File: config.mk
export PLATFORM = sky130hd
export DESIGN_NAME = elevator_request_queue_unit
export DESIGN_NICKNAME = d
export VERILOG_FILES = /design/src/hw/rtl/erq_pkg.sv /design/src/hw/rtl/erq_stop_mem.sv /design/src/hw/rtl/erq_cmp_unit.sv /design/src/hw/rtl/elevator_request_queue_unit.sv
export SDC_FILE = /design/constraint.sdc
export NUM_CORES = 1
export LEC_CHECK = 0
export ABC_AREA = 1
export BUFFER_PORTS_ARGS = -buffer_cell sky130_fd_sc_hd__buf_2
export CORE_MARGIN = 5
export CORE_UTILIZATION = 68
export CTS_BUF_LIST = sky130_fd_sc_hd__clkbuf_4 sky130_fd_sc_hd__clkbuf_8
export DETAILED_ROUTE_END_ITERATION = 8
export PLACE_DENSITY = 0.89
export SLEW_MARGIN = 40
export SYNTH_ARGS = -nofsm -noshare
export SYNTH_HDL_FRONTEND = slang
export SYNTH_SLANG_ARGS = --single-unit
File: constraint.sdc
create_clock -name clk -period 4.6 [get_ports clk]
set_input_delay 1.38 -clock clk [delete_from_list [all_inputs] [get_ports clk]]
set_output_delay 1.38 -clock clk [all_outputs]
set_load 0.01 [all_outputs]
File: src/hw/rtl/erq_pkg.sv
// Package for the elevator request queue: sizes, codes and payload structs.
`default_nettype none
package erq_pkg;

  // Sizes
  localparam int NUM_FLOORS  = 4;
  localparam int QUEUE_DEPTH = 16;
  localparam int ADDR_W      = $clog2(QUEUE_DEPTH);
  localparam int CNT_W       = $clog2(QUEUE_DEPTH + 1);
  localparam int FLOOR_W     = 2;
  localparam int KIND_W      = 2;
  localparam int ENTRY_W     = FLOOR_W + KIND_W;
  localparam int LIGHT_W     = 4;

  // Operation codes
  localparam logic [1:0] OP_ADD    = 2'd0;
  localparam logic [1:0] OP_REMOVE = 2'd1;
  localparam logic [1:0] OP_CLEAR  = 2'd2;

  // Stop kinds, also used for the car's last direction
  localparam logic [KIND_W-1:0] KIND_UP   = 2'd0;
  localparam logic [KIND_W-1:0] KIND_DOWN = 2'd1;
  localparam logic [KIND_W-1:0] KIND_CAB  = 2'd2;

  // Request payload
  typedef struct packed {
    logic [1:0]         op;
    logic [FLOOR_W-1:0] req_floor;
    logic [KIND_W-1:0]  req_direction;
    logic [FLOOR_W-1:0] current_floor;
    logic [KIND_W-1:0]  last_direction;
  } erq_in_t;

  // Result payload
  typedef struct packed {
    logic               head_valid;
    logic [FLOOR_W-1:0] head_floor;
    logic [KIND_W-1:0]  head_direction;
    logic [CNT_W-1:0]   queue_length;
    logic [LIGHT_W-1:0] cab_lights;
    logic [LIGHT_W-1:0] up_lights;
    logic [LIGHT_W-1:0] down_lights;
    logic               dropped;
  } erq_out_t;

  // One queued stop
  typedef struct packed {
    logic [FLOOR_W-1:0] floor;
    logic [KIND_W-1:0]  kind;
  } erq_entry_t;

  // Operands of the shared compare unit
  typedef struct packed {
    erq_entry_t entry;
    erq_entry_t req;
    erq_entry_t prev;
    logic       first;
  } erq_cmp_in_t;

  // Verdicts of the shared compare unit
  typedef struct packed {
    logic up_fit;
    logic down_fit;
    logic floor_hit;
  } erq_cmp_out_t;

endpackage
`default_nettype wire

File: src/hw/rtl/erq_stop_mem.sv
// Stop memory: one write port, one registered read port.
`default_nettype none
module erq_stop_mem (
  input  wire                     clk,
  input  wire                     wr_en,
  input  wire [erq_pkg::ADDR_W-1:0] wr_addr,
  input  wire erq_pkg::erq_entry_t  wr_data,
  input  wire [erq_pkg::ADDR_W-1:0] rd_addr,
  output erq_pkg::erq_entry_t       rd_q
);
  import erq_pkg::*;

  erq_entry_t mem [QUEUE_DEPTH];

  // Write port
  always_ff @(posedge clk) begin
    if (wr_en) begin
      mem[wr_addr] <= wr_data;
    end
  end

  // Read port, data registered: valid in the cycle after the address
  always_ff @(posedge clk) begin
    rd_q <= mem[rd_addr];
  end

endmodule
`default_nettype wire

File: src/hw/rtl/erq_cmp_unit.sv
// Shared compare unit: insertion rules and floor match for one queue entry.
`default_nettype none
module erq_cmp_unit (
  input  wire erq_pkg::erq_cmp_in_t cmp_in,
  output erq_pkg::erq_cmp_out_t     cmp_out
);
  import erq_pkg::*;

  logic same_floor;
  logic up_kind;
  logic down_kind;

  assign same_floor = (cmp_in.prev.floor == cmp_in.req.floor);
  assign up_kind    = (cmp_in.req.kind == KIND_UP) || (cmp_in.req.kind == KIND_CAB);
  assign down_kind  = (cmp_in.req.kind == KIND_DOWN) || (cmp_in.req.kind == KIND_CAB);

  // Up rule: request lies between previous stop and this entry, going up
  assign cmp_out.up_fit = (cmp_in.entry.floor >= cmp_in.req.floor) &&
                          (cmp_in.req.floor >= cmp_in.prev.floor) &&
                          (!same_floor || ((cmp_in.prev.kind == KIND_DOWN) && cmp_in.first)) &&
                          up_kind;

  // Down rule: mirror image
  assign cmp_out.down_fit = (cmp_in.entry.floor <= cmp_in.req.floor) &&
                            (cmp_in.req.floor <= cmp_in.prev.floor) &&
                            (!same_floor || ((cmp_in.prev.kind == KIND_UP) && cmp_in.first)) &&
                            down_kind;

  // Remove looks for the floor only
  assign cmp_out.floor_hit = (cmp_in.entry.floor == cmp_in.req.floor);

endmodule
`default_nettype wire

File: src/hw/rtl/elevator_request_queue_unit.sv
// Top level of the elevator request queue: sequencer, presence lights, result register.
//
// Usage:
//   A request is taken at a rising edge with start high and busy low. It
//   carries an op (add, remove, clear), a floor, a kind and the car's
//   current floor and last direction. busy stays high while the request is
//   worked on; exactly one result follows per request, on out_item for a
//   single cycle with out_valid high, in the first cycle with busy low again.
//   The receiver cannot stall; it must take the result in that cycle.
// Sequence:
//   The queue is walked one entry per cycle through one compare unit and a
//   single-read-port stop memory. An add placed ahead of an entry runs
//   scan, prep, moves, insert and head read; an append runs scan (none on an
//   empty queue), insert and head read; a remove runs scan, then prep and
//   moves for an inner stop, then head read; clear, ignored, duplicate and
//   dropped requests go straight to the head read. The next request can be
//   taken at the edge that ends the result cycle.
// Reset:
//   Synchronous, active low. The queue comes up empty with all lights off;
//   stop memory needs no clearing since entries past the count are never used.
`default_nettype none
module elevator_request_queue_unit (
  input  wire                  clk,
  input  wire                  rst_n,
  input  wire                  start,
  output logic                 busy,
  input  wire erq_pkg::erq_in_t in_item,
  output logic                 out_valid,
  output erq_pkg::erq_out_t    out_item
);
  import erq_pkg::*;

  // Sequencer states
  localparam logic [2:0] ST_IDLE    = 3'd0;
  localparam logic [2:0] ST_SCAN    = 3'd1;
  localparam logic [2:0] ST_PREP    = 3'd2;
  localparam logic [2:0] ST_MOVE_UP = 3'd3;
  localparam logic [2:0] ST_MOVE_DN = 3'd4;
  localparam logic [2:0] ST_INS     = 3'd5;
  localparam logic [2:0] ST_HEAD_RD = 3'd6;
  localparam logic [2:0] ST_HEAD_Q  = 3'd7;

  logic [2:0]         state_r, state_nxt;
  erq_in_t            req_r, req_nxt;
  logic [CNT_W-1:0]   count_r, count_nxt;
  logic [CNT_W-1:0]   idx_r, idx_nxt;
  logic [CNT_W-1:0]   pos_r, pos_nxt;
  logic [CNT_W-1:0]   src_r, src_nxt;
  erq_entry_t         prev_r, prev_nxt;
  logic               drop_r, drop_nxt;
  logic [LIGHT_W-1:0] up_r, up_nxt;
  logic [LIGHT_W-1:0] dn_r, dn_nxt;
  logic [LIGHT_W-1:0] cab_r, cab_nxt;
  logic               out_valid_r, out_valid_nxt;
  erq_out_t           out_r, out_nxt;

  logic               mem_we;
  logic [ADDR_W-1:0]  mem_waddr;
  erq_entry_t         mem_wdata;
  logic [ADDR_W-1:0]  mem_raddr;
  erq_entry_t         mem_q;

  erq_cmp_in_t        cmp_in;
  erq_cmp_out_t       cmp_out;

  logic               accept;
  logic [LIGHT_W-1:0] req_bit;
  logic [LIGHT_W-1:0] ent_bit;
  logic               dup;
  logic               bad_req;
  logic               last_idx;
  erq_entry_t         new_entry;

  erq_stop_mem u_mem (
    .clk     (clk),
    .wr_en   (mem_we),
    .wr_addr (mem_waddr),
    .wr_data (mem_wdata),
    .rd_addr (mem_raddr),
    .rd_q    (mem_q)
  );

  erq_cmp_unit u_cmp (
    .cmp_in  (cmp_in),
    .cmp_out (cmp_out)
  );

  assign accept    = start && !busy;
  assign busy      = (state_r != ST_IDLE);
  assign out_valid = out_valid_r;
  assign out_item  = out_r;

  // Compare operands: entry under the walk against the request
  assign new_entry    = '{floor: req_r.req_floor, kind: req_r.req_direction};
  assign cmp_in.entry = mem_q;
  assign cmp_in.req   = new_entry;
  assign cmp_in.prev  = prev_r;
  assign cmp_in.first = (idx_r == '0);

  assign req_bit  = LIGHT_W'(1) << in_item.req_floor;
  assign ent_bit  = LIGHT_W'(1) << mem_q.floor;
  assign last_idx = ((idx_r + CNT_W'(1)) == count_r);

  // Duplicate check straight from the presence lights
  always_comb begin
    unique case (in_item.req_direction)
      KIND_UP:   dup = |(up_r & req_bit);
      KIND_DOWN: dup = |(dn_r & req_bit);
      KIND_CAB:  dup = |(cab_r & req_bit);
      default:   dup = 1'b0;
    endcase
  end

  assign bad_req = (in_item.req_direction > KIND_CAB) ||
                   (int'(in_item.req_floor) >= NUM_FLOORS);

  // Read address for the next cycle's entry
  always_comb begin
    unique case (state_r)
      ST_SCAN:    mem_raddr = ADDR_W'(idx_r + CNT_W'(1));
      ST_PREP:    mem_raddr = src_r[ADDR_W-1:0];
      ST_MOVE_UP: mem_raddr = ADDR_W'(src_r - CNT_W'(1));
      ST_MOVE_DN: mem_raddr = ADDR_W'(src_r + CNT_W'(1));
      default:    mem_raddr = '0;
    endcase
  end

  // Sequencer
  always_comb begin
    state_nxt     = state_r;
    req_nxt       = req_r;
    count_nxt     = count_r;
    idx_nxt       = idx_r;
    pos_nxt       = pos_r;
    src_nxt       = src_r;
    prev_nxt      = prev_r;
    drop_nxt      = drop_r;
    up_nxt        = up_r;
    dn_nxt        = dn_r;
    cab_nxt       = cab_r;
    out_valid_nxt = 1'b0;
    out_nxt       = out_r;
    mem_we        = 1'b0;
    mem_waddr     = '0;
    mem_wdata     = mem_q;

    unique case (state_r)
      ST_IDLE: begin
        if (accept) begin
          req_nxt       = in_item;
          idx_nxt       = '0;
          prev_nxt      = '{floor: in_item.current_floor, kind: in_item.last_direction};
          drop_nxt      = 1'b0;
          state_nxt     = ST_HEAD_RD;
          unique case (in_item.op)
            OP_ADD: begin
              if (bad_req || dup) begin
                state_nxt = ST_HEAD_RD;
              end else if (count_r == CNT_W'(QUEUE_DEPTH)) begin
                drop_nxt  = 1'b1;
              end else if (count_r == '0) begin
                pos_nxt   = '0;
                state_nxt = ST_INS;
              end else begin
                state_nxt = ST_SCAN;
              end
            end
            OP_REMOVE: begin
              if (count_r != '0) begin
                state_nxt = ST_SCAN;
              end
            end
            OP_CLEAR: begin
              count_nxt = '0;
              up_nxt    = '0;
              dn_nxt    = '0;
              cab_nxt   = '0;
            end
            default: state_nxt = ST_HEAD_RD;
          endcase
        end
      end

      // Walk the queue one entry per cycle
      ST_SCAN: begin
        if (req_r.op == OP_ADD) begin
          if (cmp_out.up_fit || cmp_out.down_fit) begin
            pos_nxt   = idx_r;
            src_nxt   = count_r - CNT_W'(1);
            state_nxt = ST_PREP;
          end else if (last_idx) begin
            pos_nxt   = count_r;
            state_nxt = ST_INS;
          end else begin
            prev_nxt = mem_q;
            idx_nxt  = idx_r + CNT_W'(1);
          end
        end else begin
          if (cmp_out.floor_hit) begin
            count_nxt = count_r - CNT_W'(1);
            unique case (mem_q.kind)
              KIND_UP:   up_nxt  = up_r & ~ent_bit;
              KIND_DOWN: dn_nxt  = dn_r & ~ent_bit;
              KIND_CAB:  cab_nxt = cab_r & ~ent_bit;
              default:   up_nxt  = up_r;
            endcase
            src_nxt   = idx_r + CNT_W'(1);
            state_nxt = last_idx ? ST_HEAD_RD : ST_PREP;
          end else if (last_idx) begin
            state_nxt = ST_HEAD_RD;
          end else begin
            idx_nxt = idx_r + CNT_W'(1);
          end
        end
      end

      // First read of a move
      ST_PREP: begin
        state_nxt = (req_r.op == OP_ADD) ? ST_MOVE_UP : ST_MOVE_DN;
      end

      // Open a slot: entry src moves to src+1, walking down
      ST_MOVE_UP: begin
        mem_we    = 1'b1;
        mem_waddr = ADDR_W'(src_r + CNT_W'(1));
        if (src_r == pos_r) begin
          state_nxt = ST_INS;
        end else begin
          src_nxt = src_r - CNT_W'(1);
        end
      end

      // Close a gap: entry src moves to src-1, walking up
      ST_MOVE_DN: begin
        mem_we    = 1'b1;
        mem_waddr = ADDR_W'(src_r - CNT_W'(1));
        if (src_r == count_r) begin
          state_nxt = ST_HEAD_RD;
        end else begin
          src_nxt = src_r + CNT_W'(1);
        end
      end

      // Place the new stop
      ST_INS: begin
        mem_we    = 1'b1;
        mem_waddr = pos_r[ADDR_W-1:0];
        mem_wdata = new_entry;
        count_nxt = count_r + CNT_W'(1);
        unique case (req_r.req_direction)
          KIND_UP:   up_nxt  = up_r | (LIGHT_W'(1) << req_r.req_floor);
          KIND_DOWN: dn_nxt  = dn_r | (LIGHT_W'(1) << req_r.req_floor);
          default:   cab_nxt = cab_r | (LIGHT_W'(1) << req_r.req_floor);
        endcase
        state_nxt = ST_HEAD_RD;
      end

      ST_HEAD_RD: begin
        state_nxt = ST_HEAD_Q;
      end

      // Head entry is on the read port: build the result
      ST_HEAD_Q: begin
        out_valid_nxt          = 1'b1;
        out_nxt.head_valid     = (count_r != '0);
        out_nxt.head_floor     = (count_r != '0) ? mem_q.floor : '0;
        out_nxt.head_direction = (count_r != '0) ? mem_q.kind : '0;
        out_nxt.queue_length   = count_r;
        out_nxt.cab_lights     = cab_r;
        out_nxt.up_lights      = up_r;
        out_nxt.down_lights    = dn_r;
        out_nxt.dropped        = drop_r;
        state_nxt              = ST_IDLE;
      end

      default: state_nxt = ST_IDLE;
    endcase
  end

  // Control registers
  always_ff @(posedge clk) begin
    if (!rst_n) begin
      state_r     <= ST_IDLE;
      count_r     <= '0;
      up_r        <= '0;
      dn_r        <= '0;
      cab_r       <= '0;
      out_valid_r <= 1'b0;
    end else begin
      state_r     <= state_nxt;
      count_r     <= count_nxt;
      up_r        <= up_nxt;
      dn_r        <= dn_nxt;
      cab_r       <= cab_nxt;
      out_valid_r <= out_valid_nxt;
    end
  end

  // Working and payload registers
  always_ff @(posedge clk) begin
    req_r  <= req_nxt;
    idx_r  <= idx_nxt;
    pos_r  <= pos_nxt;
    src_r  <= src_nxt;
    prev_r <= prev_nxt;
    drop_r <= drop_nxt;
    out_r  <= out_nxt;
  end

  // Checks
  a_count_bound: assert property (@(posedge clk) disable iff (!rst_n)
    count_r <= CNT_W'(QUEUE_DEPTH))
    else $error("queue count beyond depth");

  a_accept_busy: assert property (@(posedge clk) disable iff (!rst_n)
    accept |=> busy)
    else $error("request taken but block not busy");

  a_result_idle: assert property (@(posedge clk) disable iff (!rst_n)
    out_valid |-> !busy && (out_item.queue_length == count_r))
    else $error("result not consistent with queue state");

  a_head_valid: assert property (@(posedge clk) disable iff (!rst_n)
    out_valid |-> (out_item.head_valid == (out_item.queue_length != '0)))
    else $error("head valid disagrees with queue length");

  a_drop_full: assert property (@(posedge clk) disable iff (!rst_n)
    (out_valid && out_item.dropped) |-> (out_item.queue_length == CNT_W'(QUEUE_DEPTH)))
    else $error("drop reported with room left");

endmodule
`default_nettype wire

# Yosys cells after proc, flatten, opt, wreduce, memory -nomap -nowiden
# Memories as Yosys holds them, arrays and structs flattened. A register that Yosys moved wholly into a read port is not among the register bits.
# Index checks and enable logic that the tools add are counted.
# word_totals
register_bits,70
mem_bits_rw,64
inputBits,13
mem_count,1
# mem_list
memory,depth,word_bits,read_ports,rd_ports_with_merged_regs,wr,line,source
u_mem.mem,16,4,1,1,1,erq_stop_mem.sv:13,erq_entry_t mem [QUEUE_DEPTH];
# classes
n_addsub,5
magnitude_cmp,5
eq_ne,50
shift,3
n_mux,73
bitwise_logic,11
n_reduce_logical,47
# ops
cell,n
2-to-1 mux 5 bit,22
2-to-1 mux 4 bit,19
case mux 4 bit (3 select lines),4
2-to-1 mux 3 bit,14
case mux 5 bit (3 select lines),2
!= test 2 bit (second input constant),14
AND 4 bit,6
case mux 3 bit (8 select lines),1
AND reduction 7 bit,3
case mux 5 bit (2 select lines),2
AND reduction 5 bit,4
case mux 4 bit (4 select lines),1
adder 5 x 1 -> 5 bit (second input constant),3
equality test 5 bit,3
!= test 3 bit (second input constant),5
!= test 2 x 1 -> 1 bit (second input constant),7
equality test 3 bit (second input constant),4
logical NOT 2 bit,6
OR 4 bit,3
OR reduction 4 bit,3
left shift 1 x 2 -> 4 bit (first input constant),3
equality test 2 x 1 -> 1 bit (second input constant),5
logical NOT 5 bit,2
subtractor 5 x 1 -> 5 bit (second input constant),2
other kinds (27),56

# Logic depth before layout (Yosys ltp)
# logic_depth
depth_word,9
mapped_depth,15
depth_no_buf,15

# Cells and area by module
# From an unflattened synthesis, not the netlist that was laid out.
# hier_totals
hier_cells,815
hier_area_um2,7136.8
# by_module_without_submodules
mod,instances,cells_each,area_each_um2,seq_area_each_um2
elevator_request_queue_unit,1,484,3950.0,1891.8
erq_stop_mem,1,290,2966.6,2001.9
erq_cmp_unit,1,41,220.2,0.0

# Worst setup path before layout
# Ideal clock, no wire load.
# synth_path
path_type,in2reg
from,in in_item[7] in the netlist's numbering
to,"reg pos_r[0], enable pin"
setup_time_ns,0.374
t_arrival_ns,2.657
t_required_ns,4.226
slack_ns,1.569
cell_stages,13
path_cell_list,clkbuf_1 -> inv_1 -> nand2_1 -> nor2_1 -> nor2_1 -> nand2_1 -> nand2_1 -> nand2_1 -> nand2_1 -> nand2_1 -> nor2_1 -> nor2_1 -> nor3_1
# synth_via
elab_chain_len,7
# synth_lines
item,line,source
"start, declared",elevator_request_queue_unit.sv:27,"input wire erq_pkg::erq_in_t in_item,"
left shift 1 x 2 -> 4 bit *,elevator_request_queue_unit.sv:100,assign req_bit = LIGHT_W'(1) << in_item.req_floor;
AND 4 bit (on tied branches),"elevator_request_queue_unit.sv:109, elevator_request_queue_unit.sv:107, elevator_request_queue_unit.sv:108",
OR reduction 4 bit (on tied branches),"elevator_request_queue_unit.sv:109, elevator_request_queue_unit.sv:107, elevator_request_queue_unit.sv:108",
case mux 1 bit (3 select lines) *,elevator_request_queue_unit.sv:106,unique case (in_item.req_direction)
logical OR 1 bit *,elevator_request_queue_unit.sv:157,if (bad_req || dup) begin
!= test 2 bit (no line) *,--,
AND reduction 8 bit (no line) *,--,
"end signal, assigned",elevator_request_queue_unit.sv:303,pos_r <= pos_nxt;
"end, declared",elevator_request_queue_unit.sv:47,"logic [CNT_W-1:0] pos_r, pos_nxt;"
# Mark *: on every way between the ends. The rest lies on a longest branch, timed or not.
# A chain may end at the register's enable or synchronous reset.

# Final worst setup path
# layout_path
from,reg state_r[2]
to,out busy
# layout_via
elab_chain_len,1
# layout_lines
item,line,source
"start, declared",elevator_request_queue_unit.sv:43,"logic [2:0] state_r, state_nxt;"
"start signal, assigned",elevator_request_queue_unit.sv:290,state_r <= state_nxt;
nonzero test 3 bit,elevator_request_queue_unit.sv:89,assign busy = (state_r != ST_IDLE);
"end, declared",elevator_request_queue_unit.sv:26,"output logic busy,"
# No other way between the ends.

==> run_results.csv <==
group,metric,value,unit
clock_network,cts_tree,"yes",
power_and_ir_drop,power.switching,0.00246,W
cells_and_area,fillers,697,
global_routing,grt_pass1_vias,5671,
drt,ant_nets,0,
sta,fin_ws,1.49,ns
clock_network,cts_hold_buffers,0,
global_routing,grt_max_degree,42,
clock_network,clkSlewWorstSetupHoldPaths,0.08,ns
power_and_ir_drop,internal_power,0.00290,W
cells_and_area,drive_gt1_share,13.9,%
drt,vias_per_cell,6.10,
sta,skew,0.0111,ns
floorplanning,die_area,0.0126,mm2
yosys,ys_seq_elements,138,
floorplanning,ios,38,
sta,fin_tns_setup,0,ns
yosys,synthFlopType,"edfxtp_1",
power_and_ir_drop,power_frac_seq,37.6,%
yosys,syn-num-nets,798,
global_routing,antenna_found_initial,0,
floorplanning,core_area,0.0102,mm2
clock_network,cts_num_sinks,138,
clock_network,cts-buffers-inserted,17,
cells_and_area,final_common_cell,"nand2_1",
clock_network,clock_latency,0.46,ns
floorplanning,rows,37,
cells_and_area,fin_cells,957,
yosys,yosysSeqAreaShare,54.9,%
critical_path,critPathArrivalTime,1.73,ns
yosys,synth_area_per_cell,9.19,um2
run_status,status,"finished, final reports clean",
sta,finalWorstPathRequiredPeriod,3.11,ns
critical_path,crit_path_start_kind,"register",
sta,finalSetupViolCount,0,
critical_path,worstRegToRegCells,10,
place,place_congestion,0.967,
clock_network,htree_levels,4,
clock_network,post-cts-setup-buffers,0,
power_and_ir_drop,vdd_ir_drop_max,386,uV
sta,rsz0062_at_grt,"false",
min_path,hold_depth,0,
place,dpl_worst_slack,1.35,ns
drt,wirelength,17200,um
critical_path,crit_required,3.22,ns
power_and_ir_drop,p_per_area,695,mW/mm2
yosys,synth_warnings,0,
yosys,synth.distinct_cells,52,
clock_network,clockBufferDepth,2,
sta,hold_viol_final,0,
sta,fmax,0.322,GHz
drt,firstDrtPassIters,5,
yosys,synth_cells,771,
place,dp.cells,925,
min_path,min_path_type,"reg -> reg",
global_routing,overflow,0,
place,dp_hpwl,12100,um
cells_and_area,final_cell_mix,"165 x nand2_1, 113 x edfxtp_1, 101 x nor2_1, 71 x inv_1, 62 x nand3_1",
yosys,async_flop_share,0,%
power_and_ir_drop,p_clk_share,16.5,%
drt,drc,0,
drt,wl_per_cell,18.0,um
cells_and_area,areaGrowthSynthToFinish,8.56,%
sta,hold_ws,0.427,ns
yosys,synth_edf_count,113,
sta,slew_headroom,45.3,%
floorplanning,fp.dieH,112,um
sta,slew_viol_final,0,
drt,drt_iter0_drc,728,
global_routing,met2_usage,45.8,%
clock_network,clockRootBuffer,"clkbuf_8",
flow_run,drv_cap,0,
power_and_ir_drop,p_leak,3.14,nW
power_and_ir_drop,comb_power_share,45.9,%
global_routing,met3_usage,6.36,%
place,port_buffers,37,
global_routing,grt_busiest_layer,"met2",
cells_and_area,layout.nets,835,
power_and_ir_drop,p_sw_share,45.9,%
floorplanning,die_w,112,um
critical_path,critPathMaxFanout,10,
cells_and_area,n_antenna_cell,0,
sta,tightest_slew,0.817,ns
critical_path,end_kind,"output port",
drt,dr_total_vias,5837,
sta,period_share,67.6,%
clock_network,cts_resized,0,
global_routing,grt_pass1_wl,27700,um
global_routing,globalRouteMet1Util,34.8,%
yosys,syn_area,0.00709,mm2
global_routing,grtUsageTotal,28.1,%
floorplanning,initial_core_util,69.3,%
critical_path,crit_type,"reg -> out",
power by group through the flow:
stage               registers [W]  clock network (W)  logic (W)
finish                    0.00201           0.000884    0.00246
CTS                       0.00200           0.000888    0.00241
global placement          0.00201                  0    0.00228
detailed placement        0.00202                  0    0.00238
global route              0.00203           0.000955    0.00272
floorplan                 0.00191                  0    0.00191
stage by stage:
step | cell area (um2) | util (%) | total power [W]
floorplan | 7090 | - | 0.00381
global placement | 7330 | 71.7 | 0.00430
detailed placement | 7340 | 71.7 | 0.00440
CTS | 7690 | 75.2 | 0.00530
global route | 7690 | 75.2 | 0.00570
finish | 7690 | 75.2 | 0.00535
state kept, by name (all words and copies together) (netlist names):
signal      count
drop_r          1
u_mem.rd_q      4
idx_r           5
up_r            4
dn_r            4
u_mem.mem      64
cab_r           4
pos_r           5
out_item       23
cmp_in          8
src_r           5
out_valid       1
count_r         5
req_r           2
state_r         3
worst max-delay path, stage by stage, from the launching register on:
cell and delay, ns:
dfxtp_1 0.74, inv_4 0.20, nand2_4 0.17, buf_2 0.15
cell families after synthesis:
group | Yosys count | share of synthesized area, %
XOR/XNOR | 23 | 2.84
buffers and inverters | 105 | 6.39
AO/OA/AOI/OAI | 111 | 9.20
adder cells (fa/ha/maj) | 14 | 2.47
AND/OR/NAND/NOR | 380 | 24.2
flip-flops | 138 | 54.9
synth_stat cells (all sizes together) (2+ instances only):
library cell	number	area share [%]
dfxtp	25	7.1
a21oi	26	1.9
nand3b	5	0.53
buf	16	1.6
xnor2	9	1.1
inv	81	4.4
a31oi	6	0.53
o21ai	49	3.6
o22ai	4	0.35
o31ai	3	0.32
o221ai	2	0.25
nand4	8	0.79
clkbuf	7	0.39
xor2	14	1.7
nor2	110	6.4
a22oi	3	0.32
nand3	66	5.0
nor3	5	0.51
o211ai	11	1.2
nand2	172	9.6
or2	12	1.1
ha	14	2.5
edfxtp	113	48
metal layers:
layer | vias up | part of all wire (%)
met5 | - | 0
met1 | 2702 | 38
li1 | 2680 | -
met3 | 79 | 9.9
met4 | 0 | 4.4
met2 | 376 | 48
worst paths after layout:
check	slack [ns]	end	startpoint
max	1.49	busy	state_r[2]
min	0.43	out_item[0]	drop_r
max reg2reg	1.74	pos_r[3]	idx_r[0]
min reg2reg	0.43	out_item[0]	drop_r
area by class of cell:
type | count | area, um2 | area share (%)
well taps | 136 | 170 | 2.21
repair buffers | 41 | 215 | 2.80
clock inverters | 14 | 113 | 1.46
inverters | 82 | 313 | 4.07
flip-flops and latches | 138 | 3890 | 50.6
clock buffers | 18 | 241 | 3.14
multi-input cells | 528 | 2750 | 35.7
Note: power is estimated with default switching activity, not from simulation.
